<file path="config.mk">
export PLATFORM = sky130hd
export DESIGN_NAME = pidr_ctrl
export DESIGN_NICKNAME = d
export VERILOG_FILES = /design/src/hdl/planar_imu_dead_reckoning_macros.svh /design/src/hdl/pidr_pkg.sv /design/src/hdl/pidr_ctrl.sv
export SDC_FILE = /design/constraint.sdc
export NUM_CORES = 1
export LEC_CHECK = 0
export ABC_AREA = 1
export BUFFER_PORTS_ARGS = -buffer_cell sky130_fd_sc_hd__buf_2
export CAP_MARGIN = 20
export CORE_MARGIN = 1
export CORE_UTILIZATION = 50
export CTS_CLUSTER_DIAMETER = 80
export CTS_CLUSTER_SIZE = 40
export DETAILED_ROUTE_END_ITERATION = 12
export PLACE_DENSITY = 0.79
export RECOVER_POWER = 100
export SYNTH_ARGS = -nofsm -noshare
export SYNTH_HDL_FRONTEND = slang
export SYNTH_SLANG_ARGS = --single-unit
</file>
<file path="constraint.sdc">
create_clock -name clk -period 2.26 [get_ports clk]
set_clock_uncertainty 0.05 [all_clocks]
set_input_delay 0.113 -clock clk [delete_from_list [all_inputs] [get_ports clk]]
set_output_delay 0.113 -clock clk [all_outputs]
set_load 0.01 [all_outputs]
</file>
<file path="src/hdl/planar_imu_dead_reckoning_macros.svh">
// Assertion macros for the planar dead-reckoning block.
// Assertions compile away when SYNTH is defined; the macros expect clk and arst_n in scope.
`ifndef PLANAR_IMU_DEAD_RECKONING_MACROS_SVH
`define PLANAR_IMU_DEAD_RECKONING_MACROS_SVH
`ifndef SYNTH
`define PIDR_ASSERT_NEXT(lbl, ante, cons) \
	lbl: assert property (@(posedge clk) disable iff (!arst_n) (ante) |=> (cons)) \
		else $error("pidr: next-cycle check failed");
`define PIDR_ASSERT_NOW(lbl, ante, cons) \
	lbl: assert property (@(posedge clk) disable iff (!arst_n) (ante) |-> (cons)) \
		else $error("pidr: same-cycle check failed");
`else
`define PIDR_ASSERT_NEXT(lbl, ante, cons)
`define PIDR_ASSERT_NOW(lbl, ante, cons)
`endif
`endif

</file>
<file path="src/hdl/pidr_pkg.sv">
// Shared constants, micro-operation codes and the arctangent table.
// No dependencies; used by the controller, the datapath and the top level.
package pidr_pkg;

	localparam int SAMPLE_FRAC_BITS = 16;
	localparam int TRIG_ITER_DEF    = 24;
	localparam int RED_STEPS        = 16;
	localparam int IDX_W            = 5;

	localparam logic [15:0] STEP_RESET = 16'd6554;
	localparam logic [2:0]  ADDR_STEP  = 3'd0;

	localparam logic signed [63:0] PI_Q28       = 64'sd843314857;
	localparam logic signed [63:0] HALF_PI_Q28  = 64'sd421657428;
	localparam logic signed [63:0] TWO_PI_Q28   = 64'sd1686629713;
	localparam logic signed [63:0] GAIN_Q30     = 64'sd652032874;
	localparam logic signed [63:0] S48_MAX      = 64'sd140737488355327;
	localparam logic signed [63:0] S48_MIN      = -64'sd140737488355328;

	localparam logic [4:0] OP_NOP  = 5'd0;
	localparam logic [4:0] OP_LOAD = 5'd1;
	localparam logic [4:0] OP_HMUL = 5'd2;
	localparam logic [4:0] OP_HADD = 5'd3;
	localparam logic [4:0] OP_RED  = 5'd4;
	localparam logic [4:0] OP_HSET = 5'd5;
	localparam logic [4:0] OP_CORD = 5'd6;
	localparam logic [4:0] OP_CFIN = 5'd7;
	localparam logic [4:0] OP_M1   = 5'd8;
	localparam logic [4:0] OP_M2   = 5'd9;
	localparam logic [4:0] OP_M3   = 5'd10;
	localparam logic [4:0] OP_M4   = 5'd11;
	localparam logic [4:0] OP_M5   = 5'd12;
	localparam logic [4:0] OP_TS   = 5'd13;
	localparam logic [4:0] OP_T1   = 5'd14;
	localparam logic [4:0] OP_T2   = 5'd15;
	localparam logic [4:0] OP_T3   = 5'd16;
	localparam logic [4:0] OP_TA   = 5'd17;
	localparam logic [4:0] OP_OUT  = 5'd18;

	localparam logic [1:0] Q_VX = 2'd0;
	localparam logic [1:0] Q_VY = 2'd1;
	localparam logic [1:0] Q_PX = 2'd2;
	localparam logic [1:0] Q_PY = 2'd3;

	typedef struct packed {
		logic [4:0]       op;
		logic [IDX_W-1:0] idx;
		logic [1:0]       qsel;
	} dp_cmd_t;

	function automatic logic [31:0] atan_q30(input logic [IDX_W-1:0] i);
		logic [31:0] v;
		case (i)
			5'd0:  v = 32'h3243F6A8;
			5'd1:  v = 32'h1DAC6705;
			5'd2:  v = 32'h0FADBAFC;
			5'd3:  v = 32'h07F56EA6;
			5'd4:  v = 32'h03FEAB76;
			5'd5:  v = 32'h01FFD55B;
			5'd6:  v = 32'h00FFFAAA;
			5'd7:  v = 32'h007FFF55;
			5'd8:  v = 32'h003FFFEA;
			5'd9:  v = 32'h001FFFFD;
			5'd10: v = 32'h000FFFFF;
			5'd11: v = 32'h0007FFFF;
			5'd12: v = 32'h0003FFFF;
			5'd13: v = 32'h0001FFFF;
			5'd14: v = 32'h0000FFFF;
			5'd15: v = 32'h00007FFF;
			5'd16: v = 32'h00003FFF;
			5'd17: v = 32'h00001FFF;
			5'd18: v = 32'h00000FFF;
			5'd19: v = 32'h000007FF;
			5'd20: v = 32'h000003FF;
			5'd21: v = 32'h000001FF;
			5'd22: v = 32'h000000FF;
			5'd23: v = 32'h0000007F;
			5'd24: v = 32'h0000003F;
			5'd25: v = 32'h0000001F;
			5'd26: v = 32'h0000000F;
			5'd27: v = 32'h00000008;
			5'd28: v = 32'h00000004;
			5'd29: v = 32'h00000002;
			5'd30: v = 32'h00000001;
			default: v = 32'h00000000;
		endcase
		return v;
	endfunction

endpackage

</file>
<file path="src/hdl/pidr_ctrl.sv">
// Sequencer for the dead-reckoning datapath: one micro-operation per cycle.
// Depends on pidr_pkg for operation codes and the command struct.
module pidr_ctrl
	import pidr_pkg::*;
#(
	parameter int TRIG_ITERATIONS = TRIG_ITER_DEF
) (
	input  logic    clk,
	input  logic    arst_n,
	input  logic    in_valid,
	output logic    in_ready,
	output logic    out_valid,
	input  logic    out_ready,
	output dp_cmd_t cmd
);

	localparam logic [4:0] S_IDLE = 5'd0;
	localparam logic [4:0] S_HMUL = 5'd1;
	localparam logic [4:0] S_HADD = 5'd2;
	localparam logic [4:0] S_RED  = 5'd3;
	localparam logic [4:0] S_HSET = 5'd4;
	localparam logic [4:0] S_CORD = 5'd5;
	localparam logic [4:0] S_CFIN = 5'd6;
	localparam logic [4:0] S_M1   = 5'd7;
	localparam logic [4:0] S_M2   = 5'd8;
	localparam logic [4:0] S_M3   = 5'd9;
	localparam logic [4:0] S_M4   = 5'd10;
	localparam logic [4:0] S_M5   = 5'd11;
	localparam logic [4:0] S_TS   = 5'd12;
	localparam logic [4:0] S_T1   = 5'd13;
	localparam logic [4:0] S_T2   = 5'd14;
	localparam logic [4:0] S_T3   = 5'd15;
	localparam logic [4:0] S_TA   = 5'd16;
	localparam logic [4:0] S_DONE = 5'd17;

	localparam logic [IDX_W-1:0] CORD_LAST = IDX_W'(TRIG_ITERATIONS - 1);
	localparam logic [IDX_W-1:0] RED_FIRST = IDX_W'(RED_STEPS - 1);

	logic [4:0]       state_q;
	logic [IDX_W-1:0] cnt_q;
	logic [1:0]       qsel_q;
	logic             out_valid_q;
	logic             hand_off;

	assign in_ready  = (state_q == S_IDLE);
	assign out_valid = out_valid_q;
	assign hand_off  = (state_q == S_DONE) && (!out_valid_q || out_ready);

	always_comb begin
		cmd.op   = OP_NOP;
		cmd.idx  = cnt_q;
		cmd.qsel = qsel_q;
		unique case (state_q)
			S_IDLE: cmd.op = in_valid ? OP_LOAD : OP_NOP;
			S_HMUL: cmd.op = OP_HMUL;
			S_HADD: cmd.op = OP_HADD;
			S_RED:  cmd.op = OP_RED;
			S_HSET: cmd.op = OP_HSET;
			S_CORD: cmd.op = OP_CORD;
			S_CFIN: cmd.op = OP_CFIN;
			S_M1:   cmd.op = OP_M1;
			S_M2:   cmd.op = OP_M2;
			S_M3:   cmd.op = OP_M3;
			S_M4:   cmd.op = OP_M4;
			S_M5:   cmd.op = OP_M5;
			S_TS:   cmd.op = OP_TS;
			S_T1:   cmd.op = OP_T1;
			S_T2:   cmd.op = OP_T2;
			S_T3:   cmd.op = OP_T3;
			S_TA:   cmd.op = OP_TA;
			S_DONE: cmd.op = hand_off ? OP_OUT : OP_NOP;
			default: cmd.op = OP_NOP;
		endcase
	end

	always_ff @(posedge clk or negedge arst_n) begin
		if (!arst_n) begin
			state_q     <= S_IDLE;
			cnt_q       <= '0;
			qsel_q      <= Q_VX;
			out_valid_q <= 1'b0;
		end else begin
			if (hand_off)
				out_valid_q <= 1'b1;
			else if (out_ready)
				out_valid_q <= 1'b0;
			unique case (state_q)
				S_IDLE: if (in_valid) state_q <= S_HMUL;
				S_HMUL: state_q <= S_HADD;
				S_HADD: begin
					state_q <= S_RED;
					cnt_q   <= RED_FIRST;
				end
				S_RED: begin
					if (cnt_q == '0)
						state_q <= S_HSET;
					else
						cnt_q <= cnt_q - 1'b1;
				end
				S_HSET: begin
					state_q <= S_CORD;
					cnt_q   <= '0;
				end
				S_CORD: begin
					if (cnt_q == CORD_LAST)
						state_q <= S_CFIN;
					else
						cnt_q <= cnt_q + 1'b1;
				end
				S_CFIN: state_q <= S_M1;
				S_M1:   state_q <= S_M2;
				S_M2:   state_q <= S_M3;
				S_M3:   state_q <= S_M4;
				S_M4:   state_q <= S_M5;
				S_M5: begin
					state_q <= S_TS;
					qsel_q  <= Q_VX;
				end
				S_TS: state_q <= S_T1;
				S_T1: state_q <= S_T2;
				S_T2: state_q <= S_T3;
				S_T3: state_q <= S_TA;
				S_TA: begin
					if (qsel_q == Q_PY) begin
						state_q <= S_DONE;
					end else begin
						qsel_q  <= qsel_q + 1'b1;
						state_q <= S_TS;
					end
				end
				S_DONE: if (hand_off) state_q <= S_IDLE;
				default: state_q <= S_IDLE;
			endcase
		end
	end

endmodule

</file>
Yosys cells after proc, flatten, opt, wreduce, memory -nomap -nowiden --
Cells that the tools add are included.
Word-level totals: register bits 13, input bits 4, word-level logic and storage cells 60
Cells by class: add/sub/neg operators 3, reductions and logical operators 11, eq/ne operators 26, mux-type cells 16
Operators by type and width (number):
- case mux 5 bit (18 select lines) | 2
- == test 5 x 4 -> 1 bit, second input constant | 8
- 2-to-1 mux 5 bit | 8
- == test 5 x 3 -> 1 bit, second input constant | 4
- case mux 5 bit (4 select lines) | 1
- == test 5 bit, second input constant | 3
- inequality test 2 bit, second input constant | 7
- == test 5 x 2 -> 1 bit, second input constant | 2
- logical NOT 5 bit | 2
- adder 5 x 1 -> 5 bit, second input constant | 1
- == test 5 x 1 -> 1 bit, second input constant | 1
- subtractor 5 x 1 -> 5 bit, second input constant | 1
- case mux 2 bit (2 select lines) | 1
- AND reduction 4 bit | 1
- nonzero test 2 bit | 2
- nonzero test 4 bit | 1
- 2-to-1 mux 1 bit | 3
- AND reduction 3 bit | 1
- adder 2 x 1 -> 2 bit, second input constant | 1
- == test 2 bit, second input constant | 1
- 2-to-1 mux 2 bit | 1
- AND reduction 2 bit | 1
- logical AND 1 bit | 1
- logical NOT 1 bit | 1
- logical OR 1 bit | 1

Logic depth before layout (Yosys ltp) --
Gate-level depths: netlist (run 1).
depth after elaboration 5, mapped depth 12

Least setup slack after synthesis (run 1) --
Ideal clock, no wire load.
path type flip-flop to flip-flop, start register state_q[3], end register cnt_q[2], library setup time 117 ps, stages on the path, launching flop included 11, period minus slack after synthesis 1966 ps, setup slack 294 ps, buffers on the path 0, arrival 1799 ps, cells stage by stage dfrtp_1 > inv_1 > nand2_1 > nor2_1 > nand2_1 > fa_1 > or2_2 > nand3_1 > nand2_1 > nand2_1 > nand2_1
Between the ends: cells in the longest elaborated chain, start to end 3
RTL lines:
- from (decl) | RTL line pidr_ctrl.sv:39 | logic [4:0] state_q;
- from (signal assigned) | RTL line pidr_ctrl.sv:78 | state_q <= S_IDLE;
- from (signal assigned) | RTL line pidr_ctrl.sv:88 | S_IDLE: if (in_valid) state_q <= S_HMUL;
- from (signal assigned) | RTL line pidr_ctrl.sv:89 | S_HMUL: state_q <= S_HADD;
- == test 5 x 3 -> 1 bit / == test 5 x 2 -> 1 bit (equally long branches) | RTL line pidr_ctrl.sv:87 | unique case (state_q)
- nonzero test 4 bit (no source line) / inequality test 2 bit (equally long branches)
- AND reduction 3 bit (no source line)
- to (signal assigned) | RTL line pidr_ctrl.sv:98 | cnt_q <= cnt_q - 1'b1;
- to (signal assigned) | RTL line pidr_ctrl.sv:108 | cnt_q <= cnt_q + 1'b1;
- to (decl) | RTL line pidr_ctrl.sv:40 | logic [IDX_W-1:0] cnt_q;
Parallel ways exist; a longest one is shown, timed or not. A chain may end at the register's enable or synchronous reset.

==> flow_summary.toml, run 1 <==
[logic_synthesis]
syn_area_um2 = 1110
yosys.cell_types.count = 23
seq_area_frac_synth_pct = 29.2
syn_area_per_cell_um2 = 6.29
syn_inst = 177
synth.net_count = 186
synth.ff_latch_count = 13
yosysWarnings = 0

[flow_run]
cap_violations = 0

[timing]
tightest_slew_ns = 0.738
fin_crit_ns = 2.12
period_share_pct = 93.7
setup_violations = 0
fmaxAchievable_mhz = 472
slew_headroom_pct = 50.8
final.setup.tns_ns = 0
rsz0062_at_grt = "false"
final_max_slew_viol_count = 0
final-hold-violation-count = 0

[route]
vias = 1293
wl_per_cell_um = 12.7
drtIter0Drc = 72
drc = 0
wirelength_um = 2930
antenna_left = 0
via_per_inst = 5.62
drt_first_pass_iters = 4

[critical_path]
critPathArrivalTime_ns = 1.95
critical_path_required_ns = 2.10
cp-end-kind = "primary output"
crit_buf_inv = 3
rrSetupSlack_ns = 0.19
worst_r2r_path_depth = 10
max_stage_delay_ns = 0.42
cp_max_fo = 9
crit_type = "register to primary output"
timing.critical_path.max_delay_family = "compound AO/OA/AOI/OAI gates"
crit_path_top_delay_cell = "dfrtp_1"
startpoint_type = "register"
regToRegStartpoint = "state_q[3]"
path_cells = "buf_4 -> inv_4 -> nand3_1 -> o21ai_0 -> nor2_1 -> o211ai_1 -> clkbuf_1"
reg2reg_to = "cnt_q[2]"

[cells_and_area]
nFillCells = 200
final_layout_size_suffix_gt1_share_pct = 13.3
synthToLayoutAreaGrowth_pct = 14.8
mostFrequentLayoutCell = "nand2_1"
final_cell_mix = "nand2_1, nor2_1, nand3_1"
stdcell_count = 230
antenna_cells = 0
multi_input_area_um2 = 706
regArea_um2 = 325
final_nets = 213

[worst_hold_path]
hp-class = "input pin to register"
hold_path_depth = 4
worstHoldStart = "out_ready"
whs_endpoint = "out_valid"

[clock_tree]
cts_tree = "yes"
cts.clk_slew.worst_paths_ns = 0.08
htree_levels = 1
clock_path_buffers = 2
insertion_delay_ns = 0.28
cts_setup_buffers = 0
clock-root-buffer = "clkbuf_4"
numCtsBuffers = 3
cts_sinks = 13

[grt]
grt_pass1_wl_um = 5000
grt-ovfl-total = 0
grt_pass1_vias = 1125
grt_usage_pct = 26.9
antenna_found_initial = 0
grt_max_degree = 14

[place]
post-dp-hpwl_um = 2310
routabilityCongestion = 0.959
placed_cells = 225
place.port_buffers = 17

[die]
dieArea_um2 = 2420
coreArea_um2 = 2020
pin_count = 18
start_util_pct = 55.1
row_count = 16
dieWidth_um = 49.2
die_y_um = 49.2

[pwr]
p_clk_share_pct = 7.5
combPwrFrac_pct = 69.5
switching_power_mw = 1.12
netSwitchingFraction_pct = 56.1
ir_worst_vdd_v = 0.000999
p_leak_nw = 0.694
power_density_nw_per_um2 = 1560
power_frac_seq_pct = 23.1
internal_power_mw = 0.873

[run_status]
status = "finished clean"
through the flow:
step / hold WS (ns) / setup WS [ns] / power, mW / cell area, um^2 / util (%)
after floorplan: -0.233 / 0.294 / 1.42 / 1110 / -
after global placement: -0.0369 / 0.214 / 1.82 / 1260 / 62.4
after detailed placement: -0.0302 / 0.133 / 1.84 / 1260 / 62.4
after CTS: 0.0521 / 0.112 / 2.00 / 1300 / 64.3
after global routing: 0.0911 / 0.0373 / 2.20 / 1280 / 63.2
final: 0.0614 / 0.143 / 1.99 / 1280 / 63.2
registers in the layout, summed over array words and instances (netlist names):
name / count
cnt_q: 5
qsel_q: 2
state_q: 5
out_valid: 1
layout make-up:
class                           count  area share, %
Timing Repair Buffer               22           8.22
Clock buffer                        3           1.76
Clock inverter                      1          0.391
Multi-Input combinational cell    143           55.2
Sequential cell                    13           25.4
Tap cell                           27           2.64
Inverter                           21           6.36
power groups by stage:
stage / logic, mW / clock network (mW) / registers [mW]
2_1_floorplan: 0.944 / 0 / 0.477
3_3_place_gp: 1.37 / 0 / 0.452
3_5_place_dp: 1.38 / 0 / 0.457
4_1_cts: 1.39 / 0.154 / 0.453
5_1_grt: 1.57 / 0.161 / 0.467
6_report: 1.38 / 0.148 / 0.459
timing repair:
action                     in CTS  in global routing
hold buffers                    1                  0
hold endpoints to repair       13                  0
gates resized for setup         0                  3
setup endpoints to repair       0                  3
kinds of logic after synthesis:
kind of cell	count (synthesis)	synth area share [%]
flip-flops	13	29.2
adder cells (fa/ha/maj)	5	6.29
AO/OA/AOI/OAI	18	9.21
buffers and inverters	21	7.30
AND/OR/NAND/NOR	120	48.0
worst reg2reg max path, delay by kind of cell, from the launching register on:
kind	cells	cell delay, ns
AND/OR/NAND/NOR	8	0.93
flip-flops	1	0.45
adder cells (fa/ha/maj)	1	0.43
buffers and inverters	1	0.14
synth_stat cells (all sizes together):
| library cell | instances | area [um^2] |
|---|---|---|
| nand2 | 64 | 248 |
| nor2 | 30 | 143 |
| inv | 21 | 81.3 |
| nand3 | 20 | 105 |
| dfrtp | 13 | 325 |
| o21ai | 9 | 48.8 |
| a21oi | 6 | 30.0 |
| ha | 4 | 50.1 |
| nand4 | 4 | 25.0 |
| fa | 1 | 20.0 |
| nand3b | 1 | 7.51 |
| o2111ai | 1 | 8.76 |
| o211ai | 1 | 7.51 |
| o31ai | 1 | 7.51 |
| or2 | 1 | 6.26 |
metal layers:
metal	track usage (%)	wire [um]	vias up
li1	-	-	629
met1	39.7	1320	592
met2	40.6	1320	63
met3	2.80	227	9
met4	8.82	55	0
met5	0	0	-
worst max-delay path by stage:
| stage | to | cells after the start | slack [ns] | start |
|---|---|---|---|---|
| 2_1_floorplan | cnt_q[2] | 10 | 0.29 | state_q[3] |
| 3_3_place_gp | cnt_q[2] | 10 | 0.21 | state_q[3] |
| 3_5_place_dp | cnt_q[2] | 10 | 0.13 | state_q[3] |
| 4_1_cts | cnt_q[3] | 11 | 0.11 | state_q[3] |
| 5_1_grt | cnt_q[4] | 11 | 0.04 | state_q[3] |
| 6_report | cmd[10] | 7 | 0.14 | state_q[4] |
No activity file was read; power rests on OpenSTA's default activity.
==> run 2, diff against run 1 <==
Settings changed: CELL_PAD_IN_SITES_DETAIL_PLACEMENT set to 1, CELL_PAD_IN_SITES_GLOBAL_PLACEMENT set to 2, CORE_UTILIZATION 50 to 29, PLACE_DENSITY 0.79 to 0.84.
==> run 2 against run 1 <==
  * Sequential power fell by 1%
  * Core utilization decreased by 27 points
  * First-iteration DRC count shrank 44%
  * Die area up 69%
  * Flip-flop and latch count stayed put
  * Clock power grew 45%
  * Routed wire length grew 15%
  * Setup slack better by 0.049 ns
  * Register-to-register slack about the same
  * Cell count increased by 9.6%
  * Via count is 4.9% lower
  * Critical path depth increased by 3
  * Critical path type is now register to register
  * Highest routed layer unchanged
==> flow_summary.toml, run 2 (synthesis results as in run 1) <==
[die]
dieWidth_um = 64.0
pin_count = 18
coreArea_um2 = 3660
dieArea_um2 = 4090
die_y_um = 64.0
row_count = 22
start_util_pct = 30.4

[place]
routabilityCongestion = 0.872
place.port_buffers = 17
pre_cts_ws_ns = 0.129
post-dp-hpwl_um = 2760

[clock_tree]
insertion_delay_ns = 0.25
cts_setup_buffers = 0
cts.clk_slew.worst_paths_ns = 0.06
cts_tree = "yes"
numCtsBuffers = 3
cts_sinks = 13
clock_path_buffers = 2
clock-root-buffer = "clkbuf_8"
htree_levels = 1

[critical_path]
regToRegStartpoint = "state_q[3]"
reg2reg_to = "cnt_q[2]"
cp_max_fo = 5
crit_type = "register to register"
critPathArrivalTime_ns = 2.15
worst_r2r_path_depth = 10
startpoint_type = "register"
cp-end-kind = "register"
rrSetupSlack_ns = 0.19
critical_path_required_ns = 2.34

[flow_run]
cap_violations = 0

[cells_and_area]
final_cell_mix = "nand2_1, nor2_1, nand3_1"
antenna_cells = 0
nFillCells = 506
mostFrequentLayoutCell = "nand2_1"
synthToLayoutAreaGrowth_pct = 18.8
final_nets = 214
regArea_um2 = 325
post-route-util_pct = 36.1
top_regs = "cnt_q: 5 flops, state_q: 5 flops, qsel_q: 2 flops"
final_layout_size_suffix_gt1_share_pct = 13.2
multi_input_area_um2 = 693

[route]
vias = 1229
wl_per_cell_um = 13.3
via_per_inst = 4.88
wirelength_um = 3360
drtIter0Drc = 40
antenna_left = 0
drc = 0
drt_first_pass_iters = 4

[worst_hold_path]
hold_path_depth = 4
hp-class = "input pin to register"
worstHoldStart = "out_ready"
whs_endpoint = "out_valid"

[grt]
grt_max_degree = 14
grt_pass1_vias = 1250
grt-ovfl-total = 0
antenna_found_initial = 0
grt_pass1_wl_um = 5990
grt_usage_pct = 18.9

[pwr]
p_leak_nw = 0.709
power_density_nw_per_um2 = 1560
ir_worst_vdd_v = 0.000521
combPwrFrac_pct = 67.7
switching_power_mw = 1.13
p_clk_share_pct = 10.4
netSwitchingFraction_pct = 54.7
power_frac_seq_pct = 22.0
internal_power_mw = 0.937

[timing]
rsz0062_at_grt = "false"
fin_crit_ns = 2.07
fin_hold_ws_ns = 0.0993
period_share_pct = 91.5
final_max_slew_viol_count = 0
fmaxAchievable_mhz = 484
final.setup.tns_ns = 0
postLayoutSetupSlackWorst_ns = 0.192
slew_headroom_pct = 49.3
final-hold-violation-count = 0
tightest_slew_ns = 0.760
setup_violations = 0

[run_status]
status = "finished clean"
## run 2: worst max-delay path by stage
stage / from / endpoint / slack, ns / cells after the start
after floorplan: state_q[3] / cnt_q[2] / 0.29 / 10
after global placement: state_q[3] / cnt_q[2] / 0.21 / 10
after detailed placement: state_q[3] / cnt_q[2] / 0.13 / 10
after CTS: state_q[3] / cnt_q[2] / 0.1 / 10
after global routing: state_q[3] / cnt_q[3] / 0.03 / 12
final: state_q[3] / cnt_q[2] / 0.19 / 10
## run 2: metal layers
layer  GRT usage (%)  vias to the layer above  wire, um
met5               0                        -         0
met4            5.11                        0        23
met3            2.68                        2        46
met2            30.6                        8      1630
met1            26.0                      591      1660
li1                -                      628         -
## run 2: layout make-up
type | instances | area share, %
clock buffer | 4 | 3.41
inverter | 21 | 6.15
multi-input combinational | 143 | 52.4
sequential | 13 | 24.6
tap | 48 | 4.54
timing repair buffer | 23 | 8.89
## run 2: what timing repair did
action / CTS / global route
hold buffers: 1 / 0
endpoints found under the hold margin: 13 / 0
setup endpoints to repair: 0 / 3
gates resized for setup: 0 / 3
## run 2: power groups by stage
stage,logic (mW),clock network [mW],registers [mW]
after floorplan,0.944,0,0.477
after global placement,1.40,0,0.459
after detailed placement,1.43,0,0.462
after CTS,1.45,0.224,0.458
after global routing,1.60,0.241,0.475
final,1.40,0.215,0.454
## run 2: per-stage QoR
step	cells	power, mW	cell area [um^2]
after floorplan	177	1.42	1110
after global placement	247	1.86	1300
after detailed placement	247	1.89	1300
after CTS	252	2.13	1350
after global routing	252	2.31	1320
final	252	2.07	1320
## run 2: critical path: stages (launching register included)
cell	delay, ns
dfrtp_1	0.42
inv_1	0.13
nand2_1	0.09
nor2_2	0.13
nand2_1	0.16
fa_1	0.43
or2_2	0.31
nand3_1	0.08
nand2_1	0.05
nand2_1	0.05
nand2_1	0.05
